`src/hdl/gdb_pkg.sv`:
```
// ----------------------------------------------------------------------------
// gdb_pkg: shared types and constants
// cell data types, arctangent table and fixed-point helpers for the
// distance and bearing pipeline
// ----------------------------------------------------------------------------
`default_nettype none
package gdb_pkg;

  localparam int CORDIC_STAGES = 24;
  localparam int SQRT_STEPS    = 32;
  localparam int LAT           = 2 * CORDIC_STAGES + SQRT_STEPS + 7;
  localparam int BRG_DLY       = SQRT_STEPS + 2;

  localparam logic signed [33:0] ONE_Q30   = 34'sd1073741824;
  localparam logic signed [33:0] GAIN_Q30  = 34'sd652032874;
  localparam logic [30:0]        DEG7_TO_BANG = 31'd1281023894;
  localparam logic [30:0]        PI_Q29    = 31'd1686629713;
  localparam logic [25:0]        DEG5_TURN = 26'd36000000;
  localparam logic [29:0]        RADIUS_CM_RST = 30'd637100000;
  localparam logic [6:0]         M_TO_CM   = 7'd100;

  typedef struct packed {
    logic signed [33:0] x;
    logic signed [33:0] y;
    logic signed [33:0] z;
    logic               flip;
  } rot_t;

  typedef struct packed {
    logic signed [35:0] x;
    logic signed [35:0] y;
    logic signed [33:0] z;
    logic               zero;
  } vec_t;

  typedef struct packed {
    logic [63:0] v;
    logic [63:0] r;
  } sqrt_t;

  function automatic logic [30:0] atan_val(input logic [4:0] i);
    logic [30:0] t;
    unique case (i)
      5'd0:  t = 31'd536870912;
      5'd1:  t = 31'd316933406;
      5'd2:  t = 31'd167458907;
      5'd3:  t = 31'd85004756;
      5'd4:  t = 31'd42667331;
      5'd5:  t = 31'd21354465;
      5'd6:  t = 31'd10679838;
      5'd7:  t = 31'd5340245;
      5'd8:  t = 31'd2670163;
      5'd9:  t = 31'd1335087;
      5'd10: t = 31'd667544;
      5'd11: t = 31'd333772;
      5'd12: t = 31'd166886;
      5'd13: t = 31'd83443;
      5'd14: t = 31'd41722;
      5'd15: t = 31'd20861;
      5'd16: t = 31'd10430;
      5'd17: t = 31'd5215;
      5'd18: t = 31'd2608;
      5'd19: t = 31'd1304;
      5'd20: t = 31'd652;
      5'd21: t = 31'd326;
      5'd22: t = 31'd163;
      5'd23: t = 31'd81;
      5'd24: t = 31'd41;
      5'd25: t = 31'd20;
      5'd26: t = 31'd10;
      5'd27: t = 31'd5;
      5'd28: t = 31'd3;
      5'd29: t = 31'd1;
      5'd30: t = 31'd1;
      5'd31: t = 31'd0;
    endcase
    return t;
  endfunction

  // degrees * 1e7 to binary angle, rounded half away from zero
  function automatic logic [31:0] deg7_to_bang(input logic signed [31:0] d);
    logic [31:0] m;
    logic [63:0] p;
    m = d[31] ? 32'(-d) : 32'(d);
    p = (64'(m) * 64'(DEG7_TO_BANG) + 64'd536870912) >> 30;
    return d[31] ? 32'(-p[31:0]) : p[31:0];
  endfunction

  // fold binary angle into the half turn around zero
  function automatic rot_t fold(input logic [31:0] a);
    rot_t o;
    logic signed [33:0] z;
    z = 34'(signed'(a));
    o.x = GAIN_Q30;
    o.y = '0;
    o.flip = 1'b0;
    if (z >= ONE_Q30) begin
      z = z - 2 * ONE_Q30;
      o.flip = 1'b1;
    end else if (z < -ONE_Q30) begin
      z = z + 2 * ONE_Q30;
      o.flip = 1'b1;
    end
    o.z = z;
    return o;
  endfunction

  function automatic logic signed [35:0] mulq(input logic signed [32:0] a,
                                              input logic signed [32:0] b);
    logic signed [65:0] p;
    p = 66'(a) * 66'(b);
    return 36'(p >>> 30);
  endfunction

endpackage
`default_nettype wire

```
`src/hdl/gdb_rot_cell.sv`:
```
// ----------------------------------------------------------------------------
// gdb_rot_cell: rotation cordic cell
// one micro-rotation of the sin/cos chain, registered
// ----------------------------------------------------------------------------
`default_nettype none
module gdb_rot_cell (
  input  logic          clk,
  input  logic          en,
  input  logic [4:0]    idx,
  input  gdb_pkg::rot_t d_i,
  output gdb_pkg::rot_t d_o
);
  import gdb_pkg::*;

  rot_t d_r, d_nxt;
  logic signed [33:0] x, y, z, dx, dy, at;

  always_comb begin
    x  = d_i.x;
    y  = d_i.y;
    z  = d_i.z;
    dx = y >>> idx;
    dy = x >>> idx;
    at = 34'(atan_val(idx));
    d_nxt.flip = d_i.flip;
    if (z >= 0) begin
      d_nxt.x = x - dx;
      d_nxt.y = y + dy;
      d_nxt.z = z - at;
    end else begin
      d_nxt.x = x + dx;
      d_nxt.y = y - dy;
      d_nxt.z = z + at;
    end
  end

  always_ff @(posedge clk) begin
    if (en) d_r <= d_nxt;
  end

  assign d_o = d_r;
endmodule
`default_nettype wire

```
`config.mk`:
```
export PLATFORM = sky130hd
export DESIGN_NAME = gdb_rot_cell
export DESIGN_NICKNAME = d
export VERILOG_FILES = /design/src/hdl/gdb_pkg.sv /design/src/hdl/gdb_rot_cell.sv
export SDC_FILE = /design/constraint.sdc
export NUM_CORES = 1
export LEC_CHECK = 0
export ABC_AREA = 1
export BUFFER_PORTS_ARGS = -buffer_cell sky130_fd_sc_hd__buf_2
export CORE_MARGIN = 2
export CORE_UTILIZATION = 45
export DETAILED_ROUTE_END_ITERATION = 10
export HOLD_SLACK_MARGIN = 0.08
export PLACE_DENSITY = 0.65
export SLEW_MARGIN = 20
export SYNTH_ARGS = -nofsm -noshare
export SYNTH_HDL_FRONTEND = slang
export SYNTH_SLANG_ARGS = --single-unit
export TNS_END_PERCENT = 5
```
`constraint.sdc`:
```
create_clock -name clk -period 9 [get_ports clk]
set_input_delay 0.9 -clock clk [delete_from_list [all_inputs] [get_ports clk]]
set_output_delay 0.9 -clock clk [all_outputs]
set_load 0.005 [all_outputs]
```
==> reports/results.md <==
• **status** completed
• **list of most frequent post-synthesis cells** nand2_1 (803), nand3_1 (406), nor2_1 (191)
• **max_cap viols** 0
• **class of the most critical setup path** in -> reg
• **CTS buffer count** 9
• **Final Power** 0.00263 W
• **data arrival time of the worst path** 6.27 ns
• **antenna violations before repair** 1
• **std cell rows** 68
• **cells after synthesis** 2492
• **buffer type at the clock tree root** clkbuf_16
• **end of the worst hold path** d_o[0]$_DFFE_PP_
• **post-synthesis cell type count** 52
• **via count of the first global-routing pass** 16100
• **Setup Viol. Count Final** 0
• **num ports** 213
• **post-DR vias/cell** 5.63
• **fraction of the cycle the final worst path needs** 68.0%
• **register bit count reported by yosys** 103
• **Clk pwr share** 15.5%
• **clock-pin transition on the worst setup and hold timing paths** 0.08 ns
• **detailed-route DRC error count** 0
• **Remaining Overflow, GRT** 0
• **count of clock tree sinks** 103
• **final-layout worst hold slack** 0.689 ns
• **antenna violation net count after detailed routing** 0
• **die footprint** 36100 µm²
• **Net Sw Frac** 44.8%
• **power share of the sequential group** 28.4%
• **initial core utilization** 45.4%
• **Final Routed Wirelength** 58400 µm
• **part of the total power dissipated in combinational logic** 56.1%
• **Post-synth EDFFs** 103
• **synthesized area per cell** 6.25 µm²
• **multi-input logic area** 11200 µm²
• **Longest Clk Path Bufs** 2
• **layout filler cell count** 3625
• **number of flip-flops in the largest register** 103
• **standby leakage power** 8.56 nW
• **Max Freq** 163 MHz
• **Fin Setup TNS** 0 ns
• **Port Buffer Count** 212
• **transition at the pin with the smallest max-transition slack** 0.900 ns
• **1st-pass router iterations** 9
• **instance count along the most critical hold path** 1
• **growth of design area from synthesis to finish** 9.54%
• **post-synthesis net count** 2715
• **Crit Path Max Fanout** 53
• **layout cell share with drive strength beyond 1** 12.8%
• **Worst Hold Class** in -> reg
• **via count of the routed design** 17400
• **async set-reset flop share out of synthesis** 0%
• **Die Span Y** 190 µm
• **Worst VDD drop** 0.000103 V
• **TritonCTS clock tree** built
• **Detail Placement HPWL** 48200 µm
• **post-CTS resize count** 0
• **switching power of the nets** 0.00118 W
• **Core ar.** 34300 µm²
• **worst slew slack as a fraction of its limit** 40.0%
• **worst min-delay path startpoint** d_i[0]
• **global-route wire length before repair** 89600 µm
• **gpl congestion** 0.998
• **drt first-iter violations** 1716
• **top cells by area, synth** edfxtp_1 (20%), nand2_1 (19%), nand3_1 (13%)
• **total routing usage reported by global routing** 32.0%
• **sequential element share of the synthesized area** 19.9%
• **crit end category** flip-flop
• **Chip Width** 190 µm
• **power density of the placed cells** 154 nW/µm²
• **CTS hold repair buffers** 0
• **Syn. warnings** 0
• **ys flop type** edfxtp_1
• **unrepaired setup endpoints after global routing** no
• **shortest period the worst path allows** 6.12 ns
• **post-CTS setup repair buffer count** 0
• **FF+latch area** 3090 µm²
• **crit start category** input pin
• **most common cell in the synthesized netlist** nand2_1
• **internal cell power** 0.00145 W
• **top cell type's share of synthesized area** 19.9%
• **final cell utilization of the core** 49.8%
• **number of hold-slack violations in the final timing report** 0
• **pin count of the biggest net entering global routing** 76
• **cell accounting for the most synthesized area** edfxtp_1
• **number of nets at the end of the flow** 2862
• **max-slew violation count** 0
• **required time of the critical path** 9.15 ns
• **maximum level of the CTS H-tree** 3
• **routed length per placed instance** 18.8 µm
• **summed instance area of the synthesized netlist** 15600 µm²
==> cell families after synthesis <==
kind of cell	share of synthesized area (%)
compound gates	11.5
xor+xnor	9.28
fa+ha+maj	9.22
buf+inv	8.34
flops	19.9
simple gates	41.8
==> placed cells by master, fill, tap and decap left out, types with 6 or more instances in the layout <==
master and instances:
o21ai_0 72, a31oi_1 20, nand2_2 17, buf_4 12, xor2_1 120, nand3_1 406
nand2_1 803, xnor2_1 45, inv_1 169, inv_2 33, nor2_4 6, o211ai_1 14
buf_2 211, nand3b_1 11, nor3_1 15, a21o_1 14, clkbuf_16 9, nor2_1 191
a21oi_1 135, o21ai_1 12, ha_1 110, nor2_2 23, nand4_1 24, edfxtp_1 103
o21a_1 6
==> power by group through the flow <==
stage               Clock (W)  Combinational, W  Sequential (W)
global route         0.000432           0.00164        0.000758
floorplan                   0          0.000959        0.000780
CTS                  0.000417           0.00146        0.000749
detailed placement          0           0.00145        0.000758
global placement            0           0.00145        0.000756
finish               0.000408           0.00148        0.000747
==> per-layer routing <==
| layer | vias up | share of wire [%] | global-route usage [%] |
|---|---|---|---|
| met5 | - | 0 | 0 |
| met1 | 8013 | 46 | 45.4 |
| met3 | 85 | 7.0 | 3.38 |
| met2 | 701 | 44 | 50.1 |
| li1 | 8646 | - | - |
| met4 | 0 | 3.1 | 11.5 |
==> how the worst max path moves through the flow <==
stage	startpoint	endpoint
3_5_place_dp	idx[4]	d_o[32]$_DFFE_PP_
4_1_cts	idx[4]	d_o[32]$_DFFE_PP_
5_1_grt	idx[4]	d_o[32]$_DFFE_PP_
3_3_place_gp	idx[4]	d_o[32]$_DFFE_PP_
6_report	idx[4]	d_o[32]$_DFFE_PP_
2_1_floorplan	idx[1]	d_o[32]$_DFFE_PP_
==> worst max-delay path: stages <==
cell and delay, ns:
buf_2 0.10, buf_4 0.29, inv_2 0.51, nand2_1 0.34, inv_2 0.48, nand2_1 0.14
nor2_1 0.11, a21oi_1 0.06, o21ai_2 0.12, ha_1 0.16, inv_1 0.04, nor2_1 0.09
nand2_1 0.08, nor2_2 0.15, nand2_1 0.08, nand2_1 0.08, xor2_1 0.07, ha_1 0.40
nand2_1 0.13, nor2_1 0.16, nand4_1 0.30, o211ai_1 0.70, nand2_1 0.12, o211ai_1 0.19
a21o_1 0.20, nand3_1 0.07, nand2_1 0.08, xor2_1 0.06
==> stage by stage <==
stage | instances | setup WS, ns | cell area, µm²
final | 3099 | 2.88 | 17100
after global routing | 3099 | 2.44 | 17100
after CTS | 3098 | 3.05 | 17100
after detailed placement | 3083 | 2.63 | 16800
after global placement | 3083 | 2.67 | 16800
after floorplan | 2492 | 4.32 | 15600
==> final cells by class <==
class / instances / area share [%]
multi-input combinational: 2096 / 65.5
clock inverter: 6 / 0.352
tap: 455 / 3.34
clock buffer: 9 / 1.32
timing repair buffer: 223 / 6.72
inverter: 206 / 4.59
antenna: 1 / 0.0147
sequential: 103 / 18.1
Note: power is estimated with default switching activity, not from simulation.
