<file path="config.mk">
export PLATFORM = sky130hd
export DESIGN_NAME = gdb_vec_cell
export DESIGN_NICKNAME = d
export VERILOG_FILES = /design/src/hdl/gdb_pkg.sv /design/src/hdl/gdb_vec_cell.sv
export SDC_FILE = /design/constraint.sdc
export NUM_CORES = 1
export LEC_CHECK = 0
export BUFFER_PORTS_ARGS = -buffer_cell sky130_fd_sc_hd__buf_2
export CAP_MARGIN = 20
export CORE_AREA = 2 2 237 239
export CTS_BUF_LIST = sky130_fd_sc_hd__clkbuf_16
export CTS_CLUSTER_SIZE = 10
export DETAILED_ROUTE_END_ITERATION = 8
export DIE_AREA = 0 0 239 241
export PLACE_DENSITY = 0.47
export RECOVER_POWER = 25
export SLEW_MARGIN = 10
export SYNTH_ARGS = -nofsm -noshare
export SYNTH_HDL_FRONTEND = slang
export SYNTH_SLANG_ARGS = --single-unit
</file>
<file path="constraint.sdc">
create_clock -name clk -period 6.9 [get_ports clk]
set_input_delay 1.035 -clock clk [delete_from_list [all_inputs] [get_ports clk]]
set_output_delay 1.035 -clock clk [all_outputs]
set_load 0.05 [all_outputs]
</file>
<file path="src/hdl/gdb_pkg.sv">
// ----------------------------------------------------------------------------
// gdb_pkg: shared types and constants
// cell data types, arctangent table and fixed-point helpers for the
// distance and bearing pipeline
// ----------------------------------------------------------------------------
`default_nettype none
package gdb_pkg;

  localparam int CORDIC_STAGES = 24;
  localparam int SQRT_STEPS    = 32;
  localparam int LAT           = 2 * CORDIC_STAGES + SQRT_STEPS + 7;
  localparam int BRG_DLY       = SQRT_STEPS + 2;

  localparam logic signed [33:0] ONE_Q30   = 34'sd1073741824;
  localparam logic signed [33:0] GAIN_Q30  = 34'sd652032874;
  localparam logic [30:0]        DEG7_TO_BANG = 31'd1281023894;
  localparam logic [30:0]        PI_Q29    = 31'd1686629713;
  localparam logic [25:0]        DEG5_TURN = 26'd36000000;
  localparam logic [29:0]        RADIUS_CM_RST = 30'd637100000;
  localparam logic [6:0]         M_TO_CM   = 7'd100;

  typedef struct packed {
    logic signed [33:0] x;
    logic signed [33:0] y;
    logic signed [33:0] z;
    logic               flip;
  } rot_t;

  typedef struct packed {
    logic signed [35:0] x;
    logic signed [35:0] y;
    logic signed [33:0] z;
    logic               zero;
  } vec_t;

  typedef struct packed {
    logic [63:0] v;
    logic [63:0] r;
  } sqrt_t;

  function automatic logic [30:0] atan_val(input logic [4:0] i);
    logic [30:0] t;
    unique case (i)
      5'd0:  t = 31'd536870912;
      5'd1:  t = 31'd316933406;
      5'd2:  t = 31'd167458907;
      5'd3:  t = 31'd85004756;
      5'd4:  t = 31'd42667331;
      5'd5:  t = 31'd21354465;
      5'd6:  t = 31'd10679838;
      5'd7:  t = 31'd5340245;
      5'd8:  t = 31'd2670163;
      5'd9:  t = 31'd1335087;
      5'd10: t = 31'd667544;
      5'd11: t = 31'd333772;
      5'd12: t = 31'd166886;
      5'd13: t = 31'd83443;
      5'd14: t = 31'd41722;
      5'd15: t = 31'd20861;
      5'd16: t = 31'd10430;
      5'd17: t = 31'd5215;
      5'd18: t = 31'd2608;
      5'd19: t = 31'd1304;
      5'd20: t = 31'd652;
      5'd21: t = 31'd326;
      5'd22: t = 31'd163;
      5'd23: t = 31'd81;
      5'd24: t = 31'd41;
      5'd25: t = 31'd20;
      5'd26: t = 31'd10;
      5'd27: t = 31'd5;
      5'd28: t = 31'd3;
      5'd29: t = 31'd1;
      5'd30: t = 31'd1;
      5'd31: t = 31'd0;
    endcase
    return t;
  endfunction

  // degrees * 1e7 to binary angle, rounded half away from zero
  function automatic logic [31:0] deg7_to_bang(input logic signed [31:0] d);
    logic [31:0] m;
    logic [63:0] p;
    m = d[31] ? 32'(-d) : 32'(d);
    p = (64'(m) * 64'(DEG7_TO_BANG) + 64'd536870912) >> 30;
    return d[31] ? 32'(-p[31:0]) : p[31:0];
  endfunction

  // fold binary angle into the half turn around zero
  function automatic rot_t fold(input logic [31:0] a);
    rot_t o;
    logic signed [33:0] z;
    z = 34'(signed'(a));
    o.x = GAIN_Q30;
    o.y = '0;
    o.flip = 1'b0;
    if (z >= ONE_Q30) begin
      z = z - 2 * ONE_Q30;
      o.flip = 1'b1;
    end else if (z < -ONE_Q30) begin
      z = z + 2 * ONE_Q30;
      o.flip = 1'b1;
    end
    o.z = z;
    return o;
  endfunction

  function automatic logic signed [35:0] mulq(input logic signed [32:0] a,
                                              input logic signed [32:0] b);
    logic signed [65:0] p;
    p = 66'(a) * 66'(b);
    return 36'(p >>> 30);
  endfunction

endpackage
`default_nettype wire

</file>
<file path="src/hdl/gdb_vec_cell.sv">
// ----------------------------------------------------------------------------
// gdb_vec_cell: vectoring cordic cell
// one micro-rotation of an atan2 chain, registered
// ----------------------------------------------------------------------------
`default_nettype none
module gdb_vec_cell (
  input  logic          clk,
  input  logic          en,
  input  logic [4:0]    idx,
  input  gdb_pkg::vec_t d_i,
  output gdb_pkg::vec_t d_o
);
  import gdb_pkg::*;

  vec_t d_r, d_nxt;
  logic signed [35:0] x, y, dx, dy;
  logic signed [33:0] z, at;

  always_comb begin
    x  = d_i.x;
    y  = d_i.y;
    z  = d_i.z;
    dx = y >>> idx;
    dy = x >>> idx;
    at = 34'(atan_val(idx));
    d_nxt.zero = d_i.zero;
    if (y >= 0) begin
      d_nxt.x = x + dx;
      d_nxt.y = y - dy;
      d_nxt.z = z + at;
    end else begin
      d_nxt.x = x - dx;
      d_nxt.y = y + dy;
      d_nxt.z = z - at;
    end
  end

  always_ff @(posedge clk) begin
    if (en) d_r <= d_nxt;
  end

  assign d_o = d_r;
endmodule
`default_nettype wire

</file>
==> impl_metrics.tcl <==
set metrics [dict create \
    die_h_um 241 \
    rows 86 \
    post-cts-setup-buffers 0 \
    hold_ws_ns 0.8107 \
    vias 16740 \
    viasPerCell 5.777 \
    grt_antenna_before_repair 0 \
    grt_overflow 0 \
    clock-sinks 107 \
    endpoint_kind "flip-flop" \
    slew_violations 49 \
    wl_mm 69.93 \
    drc_errors 0 \
    area_growth_pct 21.66 \
    grt_first_pass_wirelength_mm 103.1 \
    finalHoldViolCount 0 \
    synth_fp_nets 2051 \
    path_class "input pin to flip-flop" \
    grtUsageTotal_pct 23.83 \
    hp-class "input pin to flip-flop" \
    min_period_over_period_pct 95.28 \
    place_area_sq_um 19690 \
    relSlewSlack_pct -109.1 \
    largest_reg_flops 107 \
    htreeDepth 3 \
    syn_inst 1819 \
    syn_area_sq_um 16410 \
    fmax_mhz 152.1 \
    ys_warn_count 0 \
    failed_checks "capacitance limit, slew limit" \
    yosysSeqAreaShare_pct 19.58 \
    hpwl_mm 56.37 \
    tritoncts "yes" \
    setup_viol 0 \
    power.density_nw_per_um2 219.0 \
    io_buffers 220 \
    status "finished with violations" \
    root_buffer "clkbuf_16" \
    start_kind "input pin" \
    initial_utilization_pct 29.90 \
    core_sq_um 54880 \
    maxCapViolCount 1 \
    ys_seq_elements 107 \
    critPathMaxFanout 59 \
    drt_first_pass_iters 7 \
    p_leak_nw 8.266 \
    grt_pass1_vias 16050 \
    ant_nets 0 \
    finalWorstPathRequiredPeriod_ns 6.574 \
    syn_avg_cell_area_sq_um 9.021 \
    fin_area_sq_um 19960 \
    die_w_um 239 \
    required_ns 7.08 \
    ctsLongestPathBuffers 2 \
    clk_pin_slew_ns 0.08 \
    crit_arrival_ns 6.76 \
    synth.distinct_cells 102 \
    worst_pin_slew_ns 3.137 \
    gp_routability_congestion 0.9698 \
    ys.flop_type "edfxtp_1" \
    numCtsBuffers 9 \
    wl_per_cell_um 24.14 \
    async_flop_share_pct 0 \
    drt_iter0_drc 1643 \
    nets 2419 \
    drive_gt1_share_pct 27.78 \
    ios 221 \
    grt_max_degree 61 \
    max-vdd-ir-drop_mv 0.1304 \
    synth_edf_count 107 \
    die-area_sq_um 57600 \
]
-- through the flow --
stage | TNS (ns) | std cells | util (%) | total power (W) | setup slack, ns
final | 0 | 2897 | 36.38 | 0.004371 | 0.3256
after detailed placement | -0.3827 | 2880 | 35.87 | 0.003842 | -0.1982
after floorplan | 0 | 1819 | - | 0.002954 | 0.4407
after global routing | -0.01456 | 2896 | 36.37 | 0.004632 | -0.01456
after CTS | 0 | 2896 | 36.37 | 0.004398 | 0.2353
after global placement | -0.2156 | 2880 | 35.87 | 0.003848 | -0.1136
-- layout by cell type, fill, tap and decap left out, drive strengths merged, types with 9 or more instances in the layout --
cell type	instances
inv	43
buf	435
o21bai	17
nand3	43
mux2i	63
a211oi	20
mux4	88
xor2	63
and2	9
o31ai	20
o21ai	126
o22ai	28
xnor2	115
a31oi	25
nor2b	23
nor3	44
a221oi	18
and3	16
o211ai	12
ha	115
mux2	22
nand4	17
edfxtp	107
or3	13
or2	12
a21oi	127
a21o	57
nand2b	20
o21a	17
nand2	170
nor2	126
a22oi	10
nor4	9
clkbuf	42
-- worst max-delay path, cell delays in order --
cell and delay [ns]:
buf_2 0.23, buf_12 0.34, buf_4 0.34, mux4_2 0.40, mux2_2 0.37, a211oi_2 0.47
nand4_4 0.18, or3_1 0.46, nor2_2 0.19, a21oi_1 0.11, xnor2_1 0.21, ha_1 0.28
buf_4 0.16, a21o_1 0.18, a21o_1 0.17, a21o_1 0.18, a21oi_1 0.18, nor2_1 0.06
a2111oi_0 0.30, o21ai_0 0.22, nand3_1 0.16, a211oi_1 0.11, o311ai_0 0.39
-- power breakdown --
group	internal, W	leakage [nW]	switching, W	total [W]
Clock	0.000247	0.130	0.000277	0.000524
Combinational	0.00101	7.09	0.00183	0.00284
Sequential	0.000964	1.05	0.0000452	0.00101
-- cell type report --
cell class / instances / area (sq um)
Antenna cell: 1 / 2.502
Inverter: 41 / 153.9
Sequential cell: 107 / 3213
Clock buffer: 9 / 225.2
Fill cell: 5739 / 34910
Tap cell: 704 / 880.8
Clock inverter: 7 / 50.05
Multi-Input combinational cell: 1560 / 12390
Timing Repair Buffer: 468 / 3045
-- metal layers --
layer  share of wire, %  routed length, um  vias up  track usage [%]
met5                  0                  0        -                0
met1                 44              30800     8238            31.88
met4                2.7               1890        0            7.481
li1                   -                  -     7736                -
met2                 47              32940      677            39.61
met3                6.2               4309       85            3.477
-- cell families (layout without fill, tap and decap cells) --
family          after synthesis  count (layout)  synth area share [%]
compound gates              567             567                 23.22
simple gates                524             524                 15.75
xor+xnor                    178             178                 9.501
mux                         173             173                 17.64
buf+inv                     152             525                 5.185
fa+ha+maj                   118             118                 9.135
flops                       107             107                 19.58
other cells                   0               1                     0
-- path summary, 6_finish.rpt --
path	startpoint	to	slack [ns]	cells after the start
worst max-delay path	idx[3]	d_o[69]	0.33	23
worst min-delay path	d_i[0]	d_o[0]	0.81	1
-- Yosys cell counts (6+ instances only) --
library cell	number	area (sq um)
a211oi_1	16	120.1
a21boi_0	6	45.04
a21o_1	57	427.9
a21oi_1	126	630.6
a221o_1	6	60.06
a221oi_1	14	122.6
a22oi_1	10	75.07
a31oi_1	25	156.4
and2_1	8	50.05
and3_1	16	100.1
buf_1	8	30.03
buf_12	6	120.1
buf_2	23	115.1
buf_4	13	97.59
buf_6	14	157.7
clkbuf_1	47	176.4
edfxtp_1	107	3213
ha_1	115	1439
inv_1	38	142.6
mux2_2	21	236.5
mux2i_1	63	630.6
mux4_1	8	210.2
mux4_2	80	1802
nand2_1	170	638.1
nand2b_1	19	118.9
nand3_1	43	215.2
nand4_1	14	87.58
nor2_1	124	465.5
nor2b_1	23	143.9
nor3_1	38	190.2
nor3b_1	7	52.55
nor4_1	9	56.30
o211ai_1	12	90.09
o21a_1	17	127.6
o21ai_0	121	605.6
o21bai_1	17	127.6
o22ai_1	27	168.9
o31ai_1	19	142.6
or2_2	10	62.56
or3_1	12	75.07
xnor2_1	115	1007
xor2_1	63	551.8
-- what timing repair did --
item | 4_1_cts | 5_1_grt
endpoints found under the hold margin | 0 | 0
hold buffers | 0 | 0
setup endpoints to repair | 0 | 5
gates resized for setup | 0 | 9
No activity file was read; power rests on OpenSTA's default activity.
